### src/rtl/core/mppt_ic_pkg.sv
`default_nettype none

package mppt_ic_pkg;

  localparam int DRIVE_BITS = 12;
  localparam int MV_BITS    = 16;
  localparam int UA_BITS    = 22;
  localparam int UW_BITS    = 28;
  localparam int NUM_BITS   = 24;
  localparam int CFG_BITS   = 24;
  localparam int IDX_BITS   = 3;

  // restoring divider: one quotient bit per cycle
  localparam int DIV_STEPS = NUM_BITS;
  localparam int CNT_BITS  = $clog2(DIV_STEPS);
  // shift-add multiplier: one bit of the slope threshold per cycle
  localparam int MUL_STEPS = MV_BITS;
  localparam int PROD_BITS = 2 * MV_BITS;

  // wide enough for drive + step or drive - 2 * step, plus the alive bit
  localparam int ACC_BITS = MV_BITS + 3;

  localparam logic [MV_BITS-1:0] STEP_SAT = {MV_BITS{1'b1}};

  typedef enum logic [IDX_BITS-1:0] {
    REG_OUTPUT_MIN     = 3'd0,
    REG_OUTPUT_MAX     = 3'd1,
    REG_STEP_NUMERATOR = 3'd2,
    REG_VOLTAGE_TH     = 3'd3,
    REG_CURRENT_TH     = 3'd4,
    REG_SLOPE_TH       = 3'd5,
    REG_ENABLE_V       = 3'd6
  } reg_index_t;

  localparam logic [DRIVE_BITS-1:0] RST_OUTPUT_MIN     = 12'd0;
  localparam logic [DRIVE_BITS-1:0] RST_OUTPUT_MAX     = 12'd4095;
  localparam logic [NUM_BITS-1:0]   RST_STEP_NUMERATOR = 24'd409500;
  localparam logic [MV_BITS-1:0]    RST_VOLTAGE_TH     = 16'd100;
  localparam logic [UA_BITS-1:0]    RST_CURRENT_TH     = 22'd2000;
  localparam logic [MV_BITS-1:0]    RST_SLOPE_TH       = 16'd5;
  localparam logic [MV_BITS-1:0]    RST_ENABLE_V       = 16'd4000;

  typedef enum logic [3:0] {
    S_IDLE   = 4'b0001,
    S_DIV    = 4'b0010,
    S_DECIDE = 4'b0100,
    S_UPDATE = 4'b1000
  } state_t;

endpackage

`default_nettype wire

### src/rtl/core/mppt_incremental_conductance_step.sv
`default_nettype none

// channel   signals                                          role
// in        in_valid in_stall solar_mv solar_ua solar_uw    one control tick of samples
//           battery_mv
// out       out_valid out_stall drive_level                  one clamped drive level per tick
// cfg       cfg_we cfg_index cfg_data                        register writes, no read-back
//
// a tick runs from transfer to transfer through the accept, the restoring divider (one
// quotient bit each step, the slope multiply runs alongside it), the decide state and the
// update state
// in_stall is high from accept until the update is done
// rst is synchronous: configuration registers return to their defaults, tracking state to zero
// a stalled result holds; the update of a following tick waits until it is taken

module mppt_incremental_conductance_step (
  input  wire logic                              clk,
  input  wire logic                              rst,
  input  wire logic                              cfg_we,
  input  wire logic [mppt_ic_pkg::IDX_BITS-1:0]  cfg_index,
  input  wire logic [mppt_ic_pkg::CFG_BITS-1:0]  cfg_data,
  input  wire logic                              in_valid,
  output logic                                   in_stall,
  input  wire logic [mppt_ic_pkg::MV_BITS-1:0]   solar_mv,
  input  wire logic [mppt_ic_pkg::UA_BITS-1:0]   solar_ua,
  input  wire logic [mppt_ic_pkg::UW_BITS-1:0]   solar_uw,
  input  wire logic [mppt_ic_pkg::MV_BITS-1:0]   battery_mv,
  output logic                                   out_valid,
  input  wire logic                              out_stall,
  output logic [mppt_ic_pkg::DRIVE_BITS-1:0]     drive_level
);

  localparam int DB  = mppt_ic_pkg::DRIVE_BITS;
  localparam int MVB = mppt_ic_pkg::MV_BITS;
  localparam int UAB = mppt_ic_pkg::UA_BITS;
  localparam int UWB = mppt_ic_pkg::UW_BITS;
  localparam int NB  = mppt_ic_pkg::NUM_BITS;
  localparam int CB  = mppt_ic_pkg::CNT_BITS;
  localparam int PB  = mppt_ic_pkg::PROD_BITS;
  localparam int AB  = mppt_ic_pkg::ACC_BITS;

  localparam logic [CB-1:0] DIV_LAST  = CB'(mppt_ic_pkg::DIV_STEPS - 1);
  localparam logic [CB-1:0] MUL_COUNT = CB'(mppt_ic_pkg::MUL_STEPS);

  // configuration
  logic [DB-1:0]  output_min;
  logic [DB-1:0]  output_max;
  logic [NB-1:0]  step_numerator;
  logic [MVB-1:0] voltage_th;
  logic [UAB-1:0] current_th;
  logic [MVB-1:0] slope_th;
  logic [MVB-1:0] enable_v;

  // tracking state
  logic [DB-1:0]  drive_accum;
  logic [MVB-1:0] prev_voltage;
  logic [UAB-1:0] prev_current;
  logic [UWB-1:0] prev_power;

  // latched tick
  logic [MVB-1:0] v_in;
  logic [UAB-1:0] i_in;
  logic [UWB-1:0] p_in;
  logic [MVB-1:0] bat;
  logic           dv_neg;
  logic [MVB-1:0] dv_mag;

  mppt_ic_pkg::state_t state;
  logic [CB-1:0]  cnt;

  // divider: numerator bits leave at the top, quotient bits enter at the bottom
  logic [NB-1:0]  num;
  logic [MVB-1:0] rem;
  logic [MVB:0]   rem_shift;
  logic [MVB:0]   rem_sub;
  logic           fits;

  // multiplier: slope threshold times |dv|
  logic [PB-1:0]  mcand;
  logic [MVB-1:0] mplier;
  logic [PB-1:0]  prod;

  // decide results
  logic [MVB-1:0] step;
  logic           go_up;
  logic           go_down;
  logic           alive;
  logic           small_dv;

  logic           in_xfer;
  logic           upd_go;
  logic [MVB:0]   dv_full;

  logic [UAB:0]   di;
  logic [UAB:0]   cth_pos;
  logic [UAB:0]   cth_neg;
  logic [UWB:0]   dp;
  logic [PB+1:0]  dp_ext;
  logic [PB+1:0]  m_pos;
  logic [PB+1:0]  m_neg;
  logic           small_next;
  logic           up_next;
  logic           down_next;
  logic [MVB-1:0] step_next;

  logic [AB-1:0]  delta;
  logic [AB-1:0]  acc;
  logic [DB-1:0]  drive_next;

  assign in_stall    = (state != mppt_ic_pkg::S_IDLE);
  assign in_xfer     = in_valid && !in_stall;
  assign upd_go      = (state == mppt_ic_pkg::S_UPDATE) && (!out_valid || !out_stall);
  assign drive_level = drive_accum;

  always_ff @(posedge clk) begin
    if (rst) begin
      output_min     <= mppt_ic_pkg::RST_OUTPUT_MIN;
      output_max     <= mppt_ic_pkg::RST_OUTPUT_MAX;
      step_numerator <= mppt_ic_pkg::RST_STEP_NUMERATOR;
      voltage_th     <= mppt_ic_pkg::RST_VOLTAGE_TH;
      current_th     <= mppt_ic_pkg::RST_CURRENT_TH;
      slope_th       <= mppt_ic_pkg::RST_SLOPE_TH;
      enable_v       <= mppt_ic_pkg::RST_ENABLE_V;
    end else if (cfg_we) begin
      unique case (cfg_index)
        mppt_ic_pkg::REG_OUTPUT_MIN:     output_min     <= cfg_data[DB-1:0];
        mppt_ic_pkg::REG_OUTPUT_MAX:     output_max     <= cfg_data[DB-1:0];
        mppt_ic_pkg::REG_STEP_NUMERATOR: step_numerator <= cfg_data[NB-1:0];
        mppt_ic_pkg::REG_VOLTAGE_TH:     voltage_th     <= cfg_data[MVB-1:0];
        mppt_ic_pkg::REG_CURRENT_TH:     current_th     <= cfg_data[UAB-1:0];
        mppt_ic_pkg::REG_SLOPE_TH:       slope_th       <= cfg_data[MVB-1:0];
        mppt_ic_pkg::REG_ENABLE_V:       enable_v       <= cfg_data[MVB-1:0];
        default: ;
      endcase
    end
  end

  // voltage change, kept as sign and magnitude
  always_comb begin
    dv_full = {1'b0, solar_mv} - {1'b0, prev_voltage};
  end

  always_comb begin
    rem_shift = {rem, num[NB-1]};
    rem_sub   = rem_shift - {1'b0, bat};
    fits      = (rem_shift >= {1'b0, bat});
  end

  always_ff @(posedge clk) begin
    if (rst) begin
      state <= mppt_ic_pkg::S_IDLE;
      cnt   <= '0;
    end else begin
      unique case (state)
        mppt_ic_pkg::S_IDLE: begin
          if (in_xfer) begin
            state <= mppt_ic_pkg::S_DIV;
            cnt   <= '0;
          end
        end
        mppt_ic_pkg::S_DIV: begin
          cnt <= cnt + 1'b1;
          if (cnt == DIV_LAST) state <= mppt_ic_pkg::S_DECIDE;
        end
        mppt_ic_pkg::S_DECIDE: state <= mppt_ic_pkg::S_UPDATE;
        mppt_ic_pkg::S_UPDATE: begin
          if (upd_go) state <= mppt_ic_pkg::S_IDLE;
        end
        default: state <= mppt_ic_pkg::S_IDLE;
      endcase
    end
  end

  // datapath: tick latch, divider and multiplier
  always_ff @(posedge clk) begin
    if (in_xfer) begin
      v_in   <= solar_mv;
      i_in   <= solar_ua;
      p_in   <= solar_uw;
      bat    <= battery_mv;
      dv_neg <= dv_full[MVB];
      dv_mag <= dv_full[MVB] ? MVB'(-dv_full) : dv_full[MVB-1:0];
      num    <= step_numerator;
      rem    <= '0;
      mplier <= slope_th;
      mcand  <= PB'(dv_full[MVB] ? MVB'(-dv_full) : dv_full[MVB-1:0]);
      prod   <= '0;
    end else if (state == mppt_ic_pkg::S_DIV) begin
      num <= {num[NB-2:0], fits};
      rem <= fits ? rem_sub[MVB-1:0] : rem_shift[MVB-1:0];
      if (cnt < MUL_COUNT) begin
        if (mplier[0]) prod <= prod + mcand;
        mcand  <= {mcand[PB-2:0], 1'b0};
        mplier <= {1'b0, mplier[MVB-1:1]};
      end
    end
  end

  always_comb begin
    small_next = (dv_mag <= voltage_th);
    di         = {1'b0, i_in} - {1'b0, prev_current};
    cth_pos    = {1'b0, current_th};
    cth_neg    = -cth_pos;
    dp         = {1'b0, p_in} - {1'b0, prev_power};
    dp_ext     = {{(PB + 2 - UWB - 1){dp[UWB]}}, dp};
    m_pos      = {2'b00, prod};
    m_neg      = -m_pos;
    if (small_next) begin
      up_next   = $signed(di) > $signed(cth_pos);
      down_next = $signed(di) < $signed(cth_neg);
    end else if (dv_neg) begin
      // negative dv flips the sense of the slope test
      up_next   = $signed(dp_ext) < $signed(m_neg);
      down_next = $signed(dp_ext) > $signed(m_pos);
    end else begin
      up_next   = $signed(dp_ext) > $signed(m_pos);
      down_next = $signed(dp_ext) < $signed(m_neg);
    end
    step_next = (bat == '0 || num[NB-1:MVB] != '0) ? mppt_ic_pkg::STEP_SAT : num[MVB-1:0];
  end

  always_ff @(posedge clk) begin
    if (state == mppt_ic_pkg::S_DECIDE) begin
      small_dv <= small_next;
      go_up    <= up_next;
      go_down  <= down_next;
      step     <= step_next;
      alive    <= (v_in > enable_v) && (i_in > current_th);
    end
  end

  always_comb begin
    if (go_up) delta = {3'b000, step};
    else if (go_down) delta = -{2'b00, step, 1'b0};
    else delta = '0;
    acc = {{(AB - DB){1'b0}}, drive_accum} + delta
          + (alive ? AB'(1) : {AB{1'b1}});
    if ($signed(acc) > $signed({{(AB - DB){1'b0}}, output_max})) drive_next = output_max;
    else if ($signed(acc) < $signed({{(AB - DB){1'b0}}, output_min})) drive_next = output_min;
    else drive_next = acc[DB-1:0];
  end

  always_ff @(posedge clk) begin
    if (rst) begin
      drive_accum  <= '0;
      prev_voltage <= '0;
      prev_current <= '0;
      prev_power   <= '0;
    end else if (upd_go) begin
      drive_accum <= drive_next;
      if (!small_dv) begin
        prev_voltage <= v_in;
        prev_current <= i_in;
        prev_power   <= p_in;
      end else if (go_up || go_down) begin
        prev_current <= i_in;
      end
    end
  end

  always_ff @(posedge clk) begin
    if (rst) out_valid <= 1'b0;
    else if (upd_go) out_valid <= 1'b1;
    else if (!out_stall) out_valid <= 1'b0;
  end

  a_div_done: assert property (@(posedge clk) disable iff (rst)
    (state == mppt_ic_pkg::S_DIV && cnt == DIV_LAST) |=> state == mppt_ic_pkg::S_DECIDE)
    else $error("divider did not hand over to decide");

  a_rem_bound: assert property (@(posedge clk) disable iff (rst)
    (state == mppt_ic_pkg::S_DECIDE && bat != '0) |-> rem < bat)
    else $error("divider remainder not below divisor");

  a_out_source: assert property (@(posedge clk) disable iff (rst)
    $rose(out_valid) |-> $past(state == mppt_ic_pkg::S_UPDATE))
    else $error("result raised outside update");

endmodule

`default_nettype wire
### config.mk
export PLATFORM = sky130hd
export DESIGN_NAME = mppt_incremental_conductance_step
export DESIGN_NICKNAME = d
export VERILOG_FILES = /design/src/rtl/core/mppt_ic_pkg.sv /design/src/rtl/core/mppt_incremental_conductance_step.sv
export SDC_FILE = /design/constraint.sdc
export NUM_CORES = 1
export LEC_CHECK = 0
export ABC_AREA = 1
export ABC_CLOCK_PERIOD_IN_PS = 5750
export BUFFER_PORTS_ARGS = -buffer_cell sky130_fd_sc_hd__buf_2
export CELL_PAD_IN_SITES_DETAIL_PLACEMENT = 1
export CELL_PAD_IN_SITES_GLOBAL_PLACEMENT = 1
export CORE_MARGIN = 8
export CORE_UTILIZATION = 43
export DETAILED_ROUTE_END_ITERATION = 8
export PLACE_DENSITY = 0.75
export SYNTH_ARGS = -nofsm -noshare
export SYNTH_HDL_FRONTEND = slang
export SYNTH_SLANG_ARGS = --single-unit
### constraint.sdc
create_clock -name clk -period 5.75 [get_ports clk]
set_clock_uncertainty 0.1 [all_clocks]
set_input_delay 1.725 -clock clk [delete_from_list [all_inputs] [get_ports clk]]
set_output_delay 1.725 -clock clk [all_outputs]
set_load 0.03 [all_outputs]
==> results.sh <==
export IMPL_post_drt_wl_per_cell_um=18.2
export IMPL_pin_count=128
export IMPL_finalCritPeriodShare=0.942
export IMPL_drtAntennaViolNets=0
export IMPL_synth_area_um2=29200
export IMPL_initial_core_util=0.434
export IMPL_tightest_slew_ps=1040
export IMPL_critPathMaxFanout=12
export IMPL_fmax_mhz=185
export IMPL_p_per_area_nw_per_um2=348
export IMPL_drv_slew=0
export IMPL_track_usage=0.221
export IMPL_core_area_um2=67300
export IMPL_die_area_um2=76600
export IMPL_drt_iter0_markers=1355
export IMPL_gr_total_overflow=0
export IMPL_antenna_found_initial=3
export IMPL_dp_hpwl_um=66800
export IMPL_num_rows=95
export IMPL_h_tree_depth=2
export IMPL_grt_max_degree=164
export IMPL_synth_async_reset_ratio=0
export IMPL_clk_path_buf_depth=3
export IMPL_fin_nets=4299
export IMPL_setup_viol=0
export IMPL_synth_seq_cells=445
export IMPL_fill_cells=8351
export IMPL_max_stage_delay_ps=500
export IMPL_syn_nets=4185
export IMPL_finalHoldViolations=0
export IMPL_insertion_delay_ps=630
export IMPL_firstDrtPassIters=5
export IMPL_via_per_inst=5.36
export IMPL_numCtsBuffers=51
export IMPL_routed_wl_um=86500
export IMPL_worst_hold_path_type="register to register"
export IMPL_grt_pass1_vias=26694
export IMPL_yosys_warnings=0
export IMPL_max_slew_margin=0.307
export IMPL_path_class="register to register"
export IMPL_synth_edf_count=191
export IMPL_cap_violations=0
export IMPL_startpoint_type="register"
export IMPL_via_count=25517
export IMPL_status="complete, no violations"
export IMPL_yosysSeqAreaShare=0.370
export IMPL_cts_sinks=445
export IMPL_drive_above_1_share=0.0778
export IMPL_ys_types=63
export IMPL_end_kind="register"
export IMPL_syn_avg_cell_area_um2=7.85
export IMPL_synthFlopType="dfxtp_1"
export IMPL_fp_dieH_um=277
export IMPL_grt_pass1_wl_um=140000
export IMPL_period_needed_ps=5420
export IMPL_worstPathRequired_ps=6100
export IMPL_synth_cells=3725
export IMPL_crit_arrival_ps=5770
export IMPL_port_buffers=127
export IMPL_gp_congestion=0.859
export IMPL_stdcell_count=4757
export IMPL_cts_tree="done"
export IMPL_die_x_um=277
export IMPL_cts_hold_buf=0
export IMPL_syn2layout_area_growth_pct=11.5
export IMPL_crit_top_cell="inv_1"
export IMPL_drc=0
export IMPL_p_leak_nw=14.7
export IMPL_clk_pin_slew_ps=60
export IMPL_final_setup_tns_ps=0
export IMPL_cts_root_buf="clkbuf_16"
export IMPL_placed_cells=4657
export IMPL_critPathSlowestCell="fa_1"
export IMPL_vdd_ir_drop_max_mv=0.219
[critical path, delay by kind of cell, from the launching register on]
family	cells	cell delay, ps
simple gates	17	2500
fa+ha+maj	4	1330
flops	1	440
buf+inv	6	400
compound gates	3	370
xor+xnor	1	140
[cell usage after synthesis, types with 3 or more instances]
cell | n | area share
o21bai_1 | 8 | 0.0021
or2_2 | 3 | 0.00064
fa_1 | 17 | 0.012
edfxtp_1 | 191 | 0.20
o21a_1 | 10 | 0.0026
a32oi_1 | 5 | 0.0015
o211ai_1 | 34 | 0.0087
o221ai_1 | 9 | 0.0027
o22ai_1 | 4 | 0.00086
inv_2 | 10 | 0.0013
nor2_2 | 3 | 0.00064
a21boi_0 | 5 | 0.0013
xnor2_1 | 41 | 0.012
nand4_1 | 47 | 0.010
nor3b_1 | 3 | 0.00077
a21oi_2 | 4 | 0.0012
ha_1 | 329 | 0.14
nor2_4 | 5 | 0.0019
buf_2 | 4 | 0.00069
a311oi_1 | 3 | 0.00090
xnor2_2 | 3 | 0.0017
nor3_1 | 31 | 0.0053
o31ai_1 | 4 | 0.0010
nand2_1 | 742 | 0.095
clkbuf_1 | 86 | 0.011
nand3_1 | 175 | 0.030
nand2_2 | 7 | 0.0015
a211oi_1 | 8 | 0.0021
o2111ai_1 | 3 | 0.00090
nand3b_1 | 8 | 0.0021
nor3_2 | 3 | 0.0010
buf_1 | 3 | 0.00039
nand3_2 | 5 | 0.0017
xor2_1 | 106 | 0.032
a21o_1 | 11 | 0.0028
o21ai_1 | 7 | 0.0012
o221a_2 | 3 | 0.0012
dfxtp_1 | 254 | 0.17
a31oi_1 | 10 | 0.0021
inv_1 | 520 | 0.067
nor2_1 | 241 | 0.031
nor4_1 | 17 | 0.0036
o21ai_0 | 308 | 0.053
a21oi_1 | 408 | 0.070
[state kept, by name (all words and copies together) (netlist names), 24 cells and up]
name            cells
mcand              32
step_numerator     24
prev_power         28
num                24
prod               32
p_in               28
[metal layers]
layer | track usage | vias up | share of wire | wire [µm]
li1 | - | 12777 | - | -
met5 | 0 | - | 0 | 0
met1 | 0.285 | 12270 | 0.46 | 39800
met2 | 0.379 | 361 | 0.47 | 40900
met4 | 0.0708 | 0 | 0.029 | 2510
met3 | 0.0308 | 109 | 0.038 | 3270
[report_power, final]
group / total, mW / switching, mW / internal, mW
Sequential: 3.95 / 0.217 / 3.73
Combinational: 4.08 / 2.61 / 1.48
Clock: 3.32 / 1.42 / 1.90
[kinds of logic after synthesis]
kind of cell | count (synthesis) | synth area share
compound gates | 853 | 0.158
xor+xnor | 152 | 0.0468
fa+ha+maj | 346 | 0.153
buf+inv | 627 | 0.0811
flops | 445 | 0.370
simple gates | 1302 | 0.191
[layout make-up]
| type | count | area [µm²] | share of cell area |
|---|---|---|---|
| Multi-Input combinational cell | 2654 | 16100 | 0.494 |
| Sequential cell | 445 | 10800 | 0.332 |
| Inverter | 532 | 2000 | 0.0613 |
| Clock buffer | 72 | 1440 | 0.0441 |
| Tap cell | 873 | 1090 | 0.0335 |
| Timing Repair Buffer | 155 | 871 | 0.0267 |
| Clock inverter | 24 | 270 | 0.00829 |
| Antenna cell | 2 | 5.00 | 0.000154 |
[through the flow]
step	power [mW]	worst slack [ps]	hold slack (ps)	util	instance area (µm²)
after global routing	12.2	-124	379	0.484	32600
after CTS	11.5	149	360	0.484	32500
after detailed placement	8.10	231	349	0.458	30800
after floorplan	6.98	8.93	327	-	29200
final	11.4	331	357	0.485	32600
after global placement	7.96	451	340	0.458	30800
[timing repair]
action	in CTS	in global routing
endpoints found under the setup margin	0	12
buffers inserted	0	1
gates resized for setup	0	5
[cell usage in the layout, fill, tap and decap left out, types with 7 or more instances in the layout]
cell type  count
a21oi_1      408
xnor2_1       40
o21a_1        10
dfxtp_1      254
o21ai_0      307
nand3b_1       8
nor2_1       240
a21o_1        11
nor3_1        30
nand3_1      174
a211oi_1       8
o21bai_1       8
o211ai_1      34
ha_1         329
clkbuf_16     52
nand2_2        7
xor2_1       106
nor4_1        17
buf_4         26
nand4_1       47
a31oi_1       10
inv_1        519
clkinv_2       9
o21ai_1        7
inv_2         10
fa_1          17
nand2_1      742
buf_2        127
edfxtp_1     191
o221ai_1       9
clkbuf_1      14
[worst paths after layout]
path                            cells after the start                to  slack (ps)             start
worst max-delay path                               31    drive_level[8]         330           step[0]
worst min register to register                      2  prev_voltage[11]         360  prev_voltage[11]
worst max register to register                     31    drive_level[8]         330           step[0]
worst min-delay path                                2  prev_voltage[11]         360  prev_voltage[11]
Power figures use the tool's default switching activity.
